File: src/hw/rtl/vbf_pkg.sv
// vbf_pkg: widths, constants, register codes and the queue item type of the
// 3x3x3 voxel box filter; shared by every module of the block, depends on nothing
`timescale 1ns / 1ps
`default_nettype none

package vbf_pkg;

  // voxel value format
  localparam int unsigned ValueBits = 16;

  // grid limits
  localparam int unsigned MaxX = 64;
  localparam int unsigned MaxY = 64;
  localparam int unsigned XW = $clog2(MaxX);
  localparam int unsigned YW = $clog2(MaxY);
  localparam int unsigned ZW = 10;

  // configuration port
  localparam int unsigned DimXYW   = 7;
  localparam int unsigned DimZW    = 10;
  localparam int unsigned CfgIdxW  = 2;
  localparam int unsigned CfgDataW = 10;

  localparam logic [CfgIdxW-1:0] CfgDimX = 2'd0;
  localparam logic [CfgIdxW-1:0] CfgDimY = 2'd1;
  localparam logic [CfgIdxW-1:0] CfgDimZ = 2'd2;

  // running sum widths: 3 taps, 9 taps, 27 taps
  localparam int unsigned RowW   = ValueBits + 2;
  localparam int unsigned PlaneW = ValueBits + 4;
  localparam int unsigned SumW   = ValueBits + 5;

  // line and plane stores, two rows / two planes deep
  localparam int unsigned RowAddrW   = $clog2(2 * MaxX);
  localparam int unsigned PlaneAddrW = $clog2(2 * MaxX * MaxY);

  // rounded divide by 27 as multiply by ceil(2^k/27), exact for SumW-bit inputs
  localparam int unsigned BoxTaps  = 27;
  localparam int unsigned RecipW   = SumW + 1;
  localparam int unsigned DivShift = SumW + 5;
  localparam int unsigned ProdW    = SumW + RecipW;
  localparam logic [RecipW-1:0] DivRecip =
      RecipW'(((64'd1 << DivShift) + 64'(BoxTaps) - 64'd1) / 64'(BoxTaps));
  localparam logic [SumW-1:0] RoundBias = SumW'(BoxTaps / 2);

  // one window sum with its center, handed from front to back
  typedef struct packed {
    logic [SumW-1:0] sum;
    logic [XW-1:0]   cx;
    logic [YW-1:0]   cy;
    logic [ZW-1:0]   cz;
    logic            last;
  } vbf_item_t;

endpackage

`default_nettype wire

File: src/hw/rtl/vbf_queue.sv
// vbf_queue: small register queue of window sums between front and back;
// depends on vbf_pkg
`timescale 1ns / 1ps
`default_nettype none

module vbf_queue #(
  parameter int unsigned Depth = 4
) (
  input  wire                 clk_i,
  input  wire                 rst_ni,
  input  wire                 push_i,
  input  vbf_pkg::vbf_item_t  push_item_i,
  input  wire                 pop_i,
  output vbf_pkg::vbf_item_t  head_o,
  output logic                nonempty_o,
  output logic                full_o
);
  import vbf_pkg::*;

  localparam int unsigned PtrW = $clog2(Depth);
  localparam int unsigned CntW = $clog2(Depth + 1);

  vbf_item_t       mem_q [Depth];
  logic [PtrW-1:0] wptr_q, wptr_d, rptr_q, rptr_d;
  logic [CntW-1:0] cnt_q, cnt_d;

  assign nonempty_o = (cnt_q != '0);
  assign full_o     = (cnt_q == CntW'(Depth));
  assign head_o     = mem_q[rptr_q];

  always_comb begin
    wptr_d = wptr_q;
    rptr_d = rptr_q;
    cnt_d  = cnt_q;
    if (push_i) wptr_d = (wptr_q == PtrW'(Depth - 1)) ? '0 : wptr_q + PtrW'(1);
    if (pop_i)  rptr_d = (rptr_q == PtrW'(Depth - 1)) ? '0 : rptr_q + PtrW'(1);
    if (push_i && !pop_i) cnt_d = cnt_q + CntW'(1);
    else if (pop_i && !push_i) cnt_d = cnt_q - CntW'(1);
  end

  always_ff @(posedge clk_i or negedge rst_ni) begin
    if (!rst_ni) begin
      wptr_q <= '0;
      rptr_q <= '0;
      cnt_q  <= '0;
    end else begin
      wptr_q <= wptr_d;
      rptr_q <= rptr_d;
      cnt_q  <= cnt_d;
    end
  end

  always_ff @(posedge clk_i) begin
    if (push_i) mem_q[wptr_q] <= push_item_i;
  end

endmodule

`default_nettype wire

File: config.mk
export PLATFORM = sky130hd
export DESIGN_NAME = vbf_queue
export DESIGN_NICKNAME = d
export VERILOG_FILES = /design/src/hw/rtl/vbf_pkg.sv /design/src/hw/rtl/vbf_queue.sv
export SDC_FILE = /design/constraint.sdc
export NUM_CORES = 1
export LEC_CHECK = 0
export ABC_CLOCK_PERIOD_IN_PS = 2900
export BUFFER_PORTS_ARGS = -buffer_cell sky130_fd_sc_hd__buf_2
export CAP_MARGIN = 20
export CORE_UTILIZATION = 57
export DETAILED_ROUTE_END_ITERATION = 16
export MAX_ROUTING_LAYER = met4
export PLACE_DENSITY_LB_ADDON = 0.05
export SLEW_MARGIN = 20
export SYNTH_ARGS = -nofsm -noshare
export SYNTH_HDL_FRONTEND = slang
export SYNTH_SLANG_ARGS = --single-unit
File: constraint.sdc
create_clock -name clk_i -period 2.9 [get_ports clk_i]
set_input_delay 0 -clock clk_i [delete_from_list [all_inputs] [get_ports clk_i]]
set_output_delay 0 -clock clk_i [all_outputs]
set_load 0.1 [all_outputs]
=== Word-level counts from Yosys, hierarchy flattened ===
Memory sizes are Yosys's and may differ from the RTL's.
Cells that the tools add are included.

* Memories kept: 1
* Memory bits (writable): 176
* Flip-flop bits (word level): 7

* Add/sub/neg operators: 4
* Eq/ne operators: 3
* Reduce and logical (&&, ||, !) cells: 6
* Multiplexer cells: 6

{| class="wikitable"
|+ Memories
! name !! words !! width !! read ports !! clocked after memory_dff !! wr ports !! line !! text
|-
| mem_q || 4 || 44 || 1 || 0 || 1 || vbf_queue.sv:23 || <nowiki>vbf_item_t mem_q [Depth];</nowiki>
|}

{| class="wikitable"
|+ Operator list
! operator !! count
|-
| 3-bit 2-to-1 mux || 2
|-
| 2-bit by 1-bit adder with 2-bit output (second input constant) || 2
|-
| 2-bit equality test (second input constant) || 2
|-
| 2-bit 2-to-1 mux || 2
|-
| 3-bit by 1-bit adder with 3-bit output (second input constant) || 1
|-
| 3-bit equality test (second input constant) || 1
|-
| 3-bit nonzero test || 1
|-
| 3-bit by 1-bit subtractor with 3-bit output (second input constant) || 1
|-
| 1-bit logical AND || 2
|-
| 1-bit zero test || 2
|-
| 1-bit 2-to-1 mux || 2
|-
| 2-bit nonzero test || 1
|}

=== Depth between registers and ports, before layout ===
* Depth in word-level cells: 4
* Gate-level depth with buffers: 7

=== Worst setup path after synthesis ===
No wires, ideal clock.

* Kind: reg2out
* Start: register cnt_q[0]
* End: output port full_o
* Cell stages (with the launch flop): 2
* Path slack: 0.253 ns
* Arrival: 2.647 ns
* Path through: dfrtp_1 nor3b_1

* Longest elaborated chain between the ends: 1

{| class="wikitable"
|+ Ends and longest elaborated chain
! what !! line !! text
|-
| start: declaration || vbf_queue.sv:25 || <nowiki>logic [CntW-1:0] cnt_q, cnt_d;</nowiki>
|-
| start signal: assignment || vbf_queue.sv:49 || <nowiki>cnt_q <= cnt_d;</nowiki>
|-
| 3-bit equality test || vbf_queue.sv:28 || <nowiki>assign full_o = (cnt_q == CntW'(Depth));</nowiki>
|-
| end: declaration || vbf_queue.sv:16 || <nowiki>output logic full_o</nowiki>
|}

Every way passes these cells.

==> metrics.csv <==
metric;value;unit
total CTS buffers;17;
Register Area;5470;sq um
Critical-path top delay cell;dfrtp_4;
mean instance size in the synthesized netlist;25.6;sq um
worst max-slew margin expressed relative to the limit;53.7;%
Num Clock Sinks;183;
worst hold path cell count;2;
synthesized area;6830;sq um
kind of critical path;reg2out;
count of buffer and inverter cells on the critical path;2;
Slew Limit Fails;0;
Synthesized Nets;322;
CTS tree;yes;
via count of the first global-routing pass;3463;
most common library cell in the layout ignoring fill and taps;edfxtp_1;
remaining antenna violation count;0;
Final Cycle Share;86.9;%
wire length per cell after detailed routing;19.7;microns
total detailed-routing wirelength;11.5;mm
number of optimization iterations in the first detailed-route pass;13;
standard-cell rows;39;
diodes inserted;0;
number of antenna violations at the first check in global routing;0;
Final Hold Violating Endpoints;0;
width of the chip;111;microns
global-route wire length before repair;17.8;mm
# Max-Cap Violations;0;
critical path required time;2.90;ns
post-CTS repair timing setup buffer count;0;
via density per instance;5.51;
total of fill cells in the finished design;657;
achievable frequency;397;MHz
Finish-stage setup viols;0;
iteration-0 DRC count of the detailed router;244;
quantity of I/O buffers inserted on ports;93;
worst setup slack after placement;0.781;ns
placeable core region;11600;sq um
clock period minus final worst setup slack;2.52;ns
layout overhead on the synthesized area;24.5;%
nature of the critical path endpoint;output pin;
sequential area share after synthesis;80.0;%
arrival time of the worst setup path;2.52;ns
total global routing track utilization;20.9;%
total negative setup slack;0;ns
Overflow after GRT;0;
io pins;94;
share of the core filled with cells in the final layout;73.5;%
DIE AREA;12400;sq um
Post-Synthesis Cells;267;
DRC;8;
post-synthesis register bit count;183;
Tightest Pin Transition;0.695;ns
Reg2Reg Setup Slack;1.09;ns
largest net degree at the start of global routing;37;
fraction of layout cells with a size suffix above 1;39.5;%
count of different cell masters after synthesis;19;
cell breakdown of the critical path;buf_4 > mux4_1 > buf_2;
height of the die;111;microns
kind of start point of the critical path;register;
top cell family by delay on the critical path;flip-flops;
Clk pin slew, worst setup/hold paths;0.06;ns
setup repair after global routing missed its margin;no;
WP depth;3;
number of cells on the worst reg-to-reg path;4;
commonest cells after routing, fill and taps aside;176 x edfxtp_1, 93 x buf_2, 48 x dlygate4sd3_1;
Root Driver;clkbuf_16;
Starting Density;59.0;%
Multi-input gate area;1240;sq um
failing checks;DRC;
class of the tightest hold or removal check;in2reg;
result of the run;finished, violations left;
weighted congestion reported at the end of routability-driven placement;0.742;
critical-path maximum fanout;36;
clock latency reported for the late side of the worst-skew pair;0.42;ns
Max Root-Sink Buffers;2;
Setup WS post-layout;0.379;ns
synthesis warning total;0;
net count reported at finish;480;
Clock H-tree levels;4;
highest cell delay on the worst timing path;0.89;ns
worst clock skew;0.00616;ns
total number of vias;3201;
sequential cells by signal, indices dropped and copies added, names as in the netlist:
register	flops
cnt_q	3
rptr_q	2
mem_q	176
wptr_q	2
path summary, 6_finish.rpt:
| path | from | to |
|---|---|---|
| max in group asynchronous | rst_ni | rptr_q[0]$_DFFE_PN0P_ |
| min in group asynchronous | rst_ni | cnt_q[1]$_DFFE_PN0P_ |
| worst max-delay path | rptr_q[0]$_DFFE_PN0P_ | head_o[36] |
| worst min-delay path | push_item_i[26] | mem_q[1][26]$_DFFE_PP_ |
| worst max register to register | wptr_q[0]$_DFFE_PN0P_ | mem_q[2][8]$_DFFE_PP_ |
| worst min register to register | cnt_q[2]$_DFFE_PN0P_ | cnt_q[2]$_DFFE_PN0P_ |
synthesized netlist by cell type (all sizes together):
library cell / n / area, sq um
nor3b: 1 / 7.51
and2: 4 / 25.0
nand2: 2 / 7.51
mux4: 44 / 1010
edfxtp: 176 / 5290
xor2: 2 / 17.5
o21ai: 2 / 10.0
mux2: 3 / 33.8
dfrtp: 7 / 175
buf: 10 / 116
ha: 6 / 75.1
xnor2: 1 / 8.76
nor2: 3 / 11.3
inv: 4 / 15.0
fa: 1 / 20.0
or3: 1 / 6.26
area by class of cell:
type / count / area share (%)
clock buffers: 27 / 5.80
inverters: 4 / 0.177
clock inverters: 5 / 0.589
well taps: 143 / 2.11
flip-flops and latches: 183 / 64.3
repair buffers: 149 / 12.4
multi-input cells: 70 / 14.6
cells by family (layout without fill, tap and decap cells):
group                      Yosys count  after routing  share of synthesized area, %
AOI/OAI and AO/OA                    2              2                         0.147
xor gates and xnor gates             3              3                         0.385
adders and majority gates            7              7                          1.39
buffers and inverters               14            185                          1.92
DFF                                183            183                          80.0
muxes                               47             47                          15.3
and+or+nand+nor                     11             11                         0.843
stage by stage:
step                      cells  area, sq um  hold slack [ns]
after floorplan             267         6830           -0.296
after global placement      501         7480           -0.155
after detailed placement    501         7480           -0.157
after CTS                   581         8500            0.307
after global routing        581         8500            0.313
final                       581         8500            0.330
routing by layer:
metal | vias up | wire length (microns) | global-route usage, %
li1 | 1448 | - | -
met1 | 1646 | 4760 | 24.2
met2 | 94 | 6010 | 34.9
met3 | 13 | 570 | 5.93
met4 | 0 | 114 | 7.84
met5 | - | 0 | -
what timing repair did:
item	CTS	global route
endpoints found under the hold margin	187	0
resized for setup	0	0
hold buffers	48	0
Power is not shown: default switching activity piles up to over one toggle a cycle in this logic, so the estimate is an artifact.
