<file path="src/hw/rtl/vbf_pkg.sv">
// vbf_pkg: widths, constants, register codes and the queue item type of the
// 3x3x3 voxel box filter; shared by every module of the block, depends on nothing
`timescale 1ns / 1ps
`default_nettype none

package vbf_pkg;

  // voxel value format
  localparam int unsigned ValueBits = 16;

  // grid limits
  localparam int unsigned MaxX = 64;
  localparam int unsigned MaxY = 64;
  localparam int unsigned XW = $clog2(MaxX);
  localparam int unsigned YW = $clog2(MaxY);
  localparam int unsigned ZW = 10;

  // configuration port
  localparam int unsigned DimXYW   = 7;
  localparam int unsigned DimZW    = 10;
  localparam int unsigned CfgIdxW  = 2;
  localparam int unsigned CfgDataW = 10;

  localparam logic [CfgIdxW-1:0] CfgDimX = 2'd0;
  localparam logic [CfgIdxW-1:0] CfgDimY = 2'd1;
  localparam logic [CfgIdxW-1:0] CfgDimZ = 2'd2;

  // running sum widths: 3 taps, 9 taps, 27 taps
  localparam int unsigned RowW   = ValueBits + 2;
  localparam int unsigned PlaneW = ValueBits + 4;
  localparam int unsigned SumW   = ValueBits + 5;

  // line and plane stores, two rows / two planes deep
  localparam int unsigned RowAddrW   = $clog2(2 * MaxX);
  localparam int unsigned PlaneAddrW = $clog2(2 * MaxX * MaxY);

  // rounded divide by 27 as multiply by ceil(2^k/27), exact for SumW-bit inputs
  localparam int unsigned BoxTaps  = 27;
  localparam int unsigned RecipW   = SumW + 1;
  localparam int unsigned DivShift = SumW + 5;
  localparam int unsigned ProdW    = SumW + RecipW;
  localparam logic [RecipW-1:0] DivRecip =
      RecipW'(((64'd1 << DivShift) + 64'(BoxTaps) - 64'd1) / 64'(BoxTaps));
  localparam logic [SumW-1:0] RoundBias = SumW'(BoxTaps / 2);

  // one window sum with its center, handed from front to back
  typedef struct packed {
    logic [SumW-1:0] sum;
    logic [XW-1:0]   cx;
    logic [YW-1:0]   cy;
    logic [ZW-1:0]   cz;
    logic            last;
  } vbf_item_t;

endpackage

`default_nettype wire

</file>
<file path="src/hw/rtl/vbf_back.sv">
// vbf_back: rounded divide by 27 of each window sum and the output register;
// depends on vbf_pkg
`timescale 1ns / 1ps
`default_nettype none

module vbf_back (
  input  wire                          clk_i,
  input  wire                          rst_ni,
  input  wire                          q_nonempty_i,
  input  vbf_pkg::vbf_item_t           q_head_i,
  output logic                         pop_o,
  output logic                         out_valid_o,
  input  wire                          out_stall_i,
  output logic [vbf_pkg::ValueBits-1:0] mean_value_o,
  output logic [vbf_pkg::XW-1:0]       center_x_o,
  output logic [vbf_pkg::YW-1:0]       center_y_o,
  output logic [vbf_pkg::ZW-1:0]       center_z_o,
  output logic                         is_last_o
);
  import vbf_pkg::*;

  logic a_vld_q, b_vld_q, o_vld_q;
  logic a_rdy, b_rdy, o_rdy;

  logic [SumW-1:0]      a_s_q;
  vbf_item_t            a_meta_q, b_meta_q;
  logic [ProdW-1:0]     b_prod_q;
  logic [ValueBits-1:0] o_mean_q;
  vbf_item_t            o_meta_q;

  assign o_rdy = !o_vld_q || !out_stall_i;
  assign b_rdy = !b_vld_q || o_rdy;
  assign a_rdy = !a_vld_q || b_rdy;
  assign pop_o = q_nonempty_i && a_rdy;

  always_ff @(posedge clk_i or negedge rst_ni) begin
    if (!rst_ni) begin
      a_vld_q <= 1'b0;
      b_vld_q <= 1'b0;
      o_vld_q <= 1'b0;
    end else begin
      if (a_rdy) a_vld_q <= q_nonempty_i;
      if (b_rdy) b_vld_q <= a_vld_q;
      if (o_rdy) o_vld_q <= b_vld_q;
    end
  end

  always_ff @(posedge clk_i) begin
    if (pop_o) begin
      a_s_q    <= q_head_i.sum + RoundBias;
      a_meta_q <= q_head_i;
    end
    if (b_rdy && a_vld_q) begin
      b_prod_q <= ProdW'(a_s_q) * ProdW'(DivRecip);
      b_meta_q <= a_meta_q;
    end
    if (o_rdy && b_vld_q) begin
      o_mean_q <= b_prod_q[DivShift +: ValueBits];
      o_meta_q <= b_meta_q;
    end
  end

  assign out_valid_o  = o_vld_q;
  assign mean_value_o = o_mean_q;
  assign center_x_o   = o_meta_q.cx;
  assign center_y_o   = o_meta_q.cy;
  assign center_z_o   = o_meta_q.cz;
  assign is_last_o    = o_meta_q.last;

endmodule

`default_nettype wire

</file>
<file path="config.mk">
export PLATFORM = sky130hd
export DESIGN_NAME = vbf_back
export DESIGN_NICKNAME = d
export VERILOG_FILES = /design/src/hw/rtl/vbf_pkg.sv /design/src/hw/rtl/vbf_back.sv
export SDC_FILE = /design/constraint.sdc
export NUM_CORES = 1
export LEC_CHECK = 0
export BUFFER_PORTS_ARGS = -buffer_cell sky130_fd_sc_hd__buf_2
export CAP_MARGIN = 20
export CORE_MARGIN = 3
export CORE_UTILIZATION = 55
export DETAILED_ROUTE_END_ITERATION = 8
export GPL_ROUTABILITY_DRIVEN = 0
export PLACE_DENSITY = 0.84
export SKIP_CTS_REPAIR_TIMING = 1
export SYNTH_ARGS = -nofsm -noshare
export SYNTH_HDL_FRONTEND = slang
export SYNTH_SLANG_ARGS = --single-unit
</file>
<file path="constraint.sdc">
create_clock -name clk_i -period 6.95 [get_ports clk_i]
set_input_delay 1.39 -clock clk_i [delete_from_list [all_inputs] [get_ports clk_i]]
set_output_delay 1.39 -clock clk_i [all_outputs]
set_load 0.03 [all_outputs]
</file>
Yosys cells after proc, flatten, opt, wreduce, memory -nomap -nowiden
Index checks and enable logic that the tools add are counted.
- register bits after elaboration: 150
- output and inout port bits: 41
- logic and storage cells: 30
- $add $sub $neg: 1
- multipliers: 1
- reduce and logical (&&, ||, !) cells: 10
- operators by type and width (operator ; number):
    multiplier 21 x 21 -> 41 bit, second input constant ; 1
    adder 21 x 4 -> 21 bit, second input constant ; 1
    logical NOT 1 bit ; 4
    logical AND 1 bit ; 3
    logical OR 1 bit ; 3

Logic depth before layout (Yosys ltp)
- word-level depth: 5
- mapped depth: 21

Worst setup path before layout
Ideal clock, no wire load.
- kind: register -> register
- start: reg a_s_q[7]
- end: reg b_prod_q[36] (data pin)
- arrival time: 5.935 ns
- data required time: 6.788 ns
- path slack: 0.853 ns
- stages on the path, launching flop included: 20
- buffers on the path: 0
- period minus slack after synthesis: 6.097 ns
- cell sequence: edfxtp_1 -> fa_1 -> fa_1 -> inv_1 -> fa_1 -> inv_1 -> fa_1 -> fa_1 -> inv_1 -> fa_1 -> fa_1 -> inv_1 -> ha_1 -> nand4_1 -> nor4_1 -> a31oi_1 -> a21oi_1 -> a21oi_1 -> or4b_1 -> o2111ai_1
- longest elaborated chain between the ends: 1
- ends and longest elaborated chain (element ; line ; RTL):
    start, declared ; vbf_back.sv:25 ; logic [SumW-1:0] a_s_q;
    start signal, assigned ; vbf_back.sv:50 ; a_s_q <= q_head_i.sum + RoundBias;
    multiplier 21 x 21 -> 41 bit ; vbf_back.sv:54 ; b_prod_q <= ProdW'(a_s_q) * ProdW'(DivRecip);
    end signal, assigned ; vbf_back.sv:54 ;
    end, declared ; vbf_back.sv:27 ; logic [ProdW-1:0] b_prod_q;
Every way passes these cells.
A chain may end at the register's enable or synchronous reset.

Worst setup path after layout
Ends and elaborated chain as after synthesis.

==> results.sh <==
export IMPL_status="complete, no violations"
export IMPL_hold_class="reg -> reg"
export IMPL_fp_coreArea_um2=20490
export IMPL_layout_setup_ws_ns=0.2194
export IMPL_ys_ff_latch=125
export IMPL_fin_cells=1353
export IMPL_synth_most_common_cell="inv_1"
export IMPL_synth_main_ff_cell="edfxtp_1"
export IMPL_synth_common_cells="inv_1 (231), ha_1 (191), fa_1 (150), edfxtp_1 (122), a21oi_1 (34)"
export IMPL_max_freq_mhz=148.6
export IMPL_tightest_slew_ns=0.9506
export IMPL_synth_seq_area_share_pct=32.25
export IMPL_rows=52
export IMPL_endpoint_kind="flop"
export IMPL_worstSetupPathType="reg -> reg"
export IMPL_synth_nets=1343
export IMPL_finalCritPeriodShare_pct=96.84
export IMPL_r2r_end="b_prod_q[36]$_DFFE_PP_"
export IMPL_antenna_cells=0
export IMPL_drt_pass1_iterations=6
export IMPL_routed_via_density=5.496
export IMPL_tritoncts="yes"
export IMPL_finalSetupViolations=0
export IMPL_ff2ff_setup_slack_ns=0.22
export IMPL_grt_first_pass_wirelength_um=40760
export IMPL_routed_wl_um=25460
export IMPL_hold_viol=0
export IMPL_clock_sinks=125
export IMPL_placed_cells=1313
export IMPL_clock_path_buffers=2
export IMPL_ys_warn_count=0
export IMPL_min_from="b_prod_q[33]$_DFFE_PP_"
export IMPL_synth_area_per_cell_um2=12.15
export IMPL_syn_cell_area_um2=11590
export IMPL_startpoint_type="flop"
export IMPL_clock_latency_ns=0.42
export IMPL_drt_iter0_drc=582
export IMPL_drc=0
export IMPL_seqCellArea_um2=3739
export IMPL_area_delta_synth_final_pct=12.98
export IMPL_startpoint="a_s_q[7]$_DFFE_PP_"
export IMPL_synthTopCellsByArea="edfxtp_1 (32%), fa_1 (26%), ha_1 (21%)"
export IMPL_final_antenna_net_count=0
export IMPL_worstRegToRegCells=19
export IMPL_die_h_um=151.2
export IMPL_numCtsBuffers=17
export IMPL_pin_count=89
export IMPL_r2r_start="a_s_q[7]$_DFFE_PP_"
export IMPL_grt_pass1_vias=8006
export IMPL_synth_edf_count=122
export IMPL_critPathCapture="b_prod_q[36]$_DFFE_PP_"
export IMPL_n_fill_cell=1446
export IMPL_drv_slew=0
export IMPL_layout_drive_gt1_share_pct=13.02
export IMPL_port_buffers=88
export IMPL_cts_max_level=4
export IMPL_synth_cell_types=49
export IMPL_synth_top_cell_by_area="edfxtp_1"
export IMPL_synthCells=954
export IMPL_holdPathStages=0
export IMPL_antenna_found_initial=0
export IMPL_worstPathRequired_ns=7.20
export IMPL_multi_input_area_um2=6990
export IMPL_grt_use_total_pct=23.69
export IMPL_critPathArrivalTime_ns=6.98
export IMPL_hpwl_um=20130
export IMPL_vias=7436
export IMPL_maxSlewHeadroom_pct=36.63
export IMPL_dieArea_um2=22860
export IMPL_async_flop_share_pct=2.400
export IMPL_clkSlewWorstSetupHoldPaths_ns=0.06
export IMPL_nets=1459
export IMPL_start_util_pct=56.56
export IMPL_grt_max_degree=45
export IMPL_synth_top_cell_area_share_pct=31.60
export IMPL_dpl_worst_slack_ns=0.3296
export IMPL_maxCapViolCount=0
export IMPL_die_w_um=151.2
export IMPL_fin_skew_ns=0.008739
export IMPL_gr_total_overflow=0
export IMPL_cts_root_buf="clkbuf_16"
export IMPL_wl_per_cell_um=18.82
export IMPL_period_needed_ns=6.731
export IMPL_worstPathMaxFanout=9
==> cells by family (layout without fill, tap and decap cells) <==
logic type / count (synthesis) / count (layout) / share of synthesized area [%]
mux: 1 / 1 / 0.09713
simple gates: 114 / 114 / 4.932
fa+ha+maj: 341 / 341 / 46.52
buf+inv: 235 / 364 / 7.620
compound gates: 103 / 103 / 5.936
flops: 125 / 125 / 32.25
xor+xnor: 35 / 35 / 2.644
==> state kept, by name, summed over array words and instances, names as in the netlist <==
signal	count
a_vld_q	1
b_meta_q	23
center_z_o	10
b_vld_q	1
mean_value_o	16
a_s_q	21
is_last_o	1
center_x_o	6
b_prod_q	16
out_valid_o	1
a_meta_q	23
center_y_o	6
==> final cells by class <==
cell class              instances  area share, %
repair buffers                101          4.108
flip-flops and latches        125          28.54
inverters                     231          6.620
clock inverters                14          1.500
clock buffers                  18          3.277
well taps                     270          2.579
multi-input cells             594          53.37
==> per-layer routing <==
metal  share of wire [%]  track usage, %  wire length, um  vias to the layer above
met4                 3.8           9.973              971                        0
met5                   0               0                0                        -
li1                    -               -                -                     3404
met1                  39           29.61             9892                     3668
met2                  51           39.48            12880                      292
met3                 6.8           5.865             1723                       72
==> worst max-delay path, cell delays in order (launching register included) <==
cell and delay (ns):
edfxtp_1 0.61, fa_1 0.57, fa_1 0.51, inv_1 0.05
fa_1 0.48, inv_1 0.06, fa_1 0.50, fa_1 0.55
inv_1 0.06, fa_1 0.50, fa_1 0.54, inv_1 0.04
ha_1 0.30, nand4_1 0.23, nor4_2 0.39, a31oi_1 0.15
a21oi_1 0.23, a21oi_1 0.15, or4b_1 0.54, o2111ai_1 0.11
==> worst min-delay path by stage <==
stage                           endpoint  slack [ns]
2_1_floorplan      b_meta_q[0]$_DFFE_PP_        0.40
3_3_place_gp      b_meta_q[13]$_DFFE_PP_        0.40
3_5_place_dp      b_meta_q[17]$_DFFE_PP_        0.40
4_1_cts        mean_value_o[7]$_DFFE_PP_        0.42
5_1_grt           b_meta_q[19]$_DFFE_PP_        0.42
6_report       mean_value_o[7]$_DFFE_PP_        0.41
==> placed cells by master, fill, tap and decap left out, types with 3 or more instances in the layout <==
cell type  instances
a21o_1            19
a21oi_1           34
a31oi_1            3
and3_1             7
and4_1             3
buf_2             88
buf_4             13
bufinv_16          3
clkbuf_16         17
dfrtp_1            3
edfxtp_1         122
fa_1             150
ha_1             191
inv_1            231
inv_6              5
inv_8              4
nand2_1           33
nand2b_1           4
nand3_1           14
nand4_1           10
nor2_1            24
nor3_1             5
o21a_1             6
o21ai_0            9
o21ai_1            5
o21bai_1           4
xnor2_1           24
xor2_1            11
==> through the flow <==
step / hold slack [ns] / cell area (um^2) / util, % / TNS (ns)
global placement: 0.4009 / 12410 / 60.53 / 0
CTS: 0.4171 / 13030 / 63.58 / 0
floorplan: 0.4003 / 11590 / - / 0
global route: 0.4233 / 13100 / 63.91 / -0.07453
finish: 0.4135 / 13100 / 63.91 / 0
detailed placement: 0.4045 / 12410 / 60.53 / 0
Power is not shown: default switching activity piles up to over one toggle a cycle in this logic, so the estimate is an artifact.
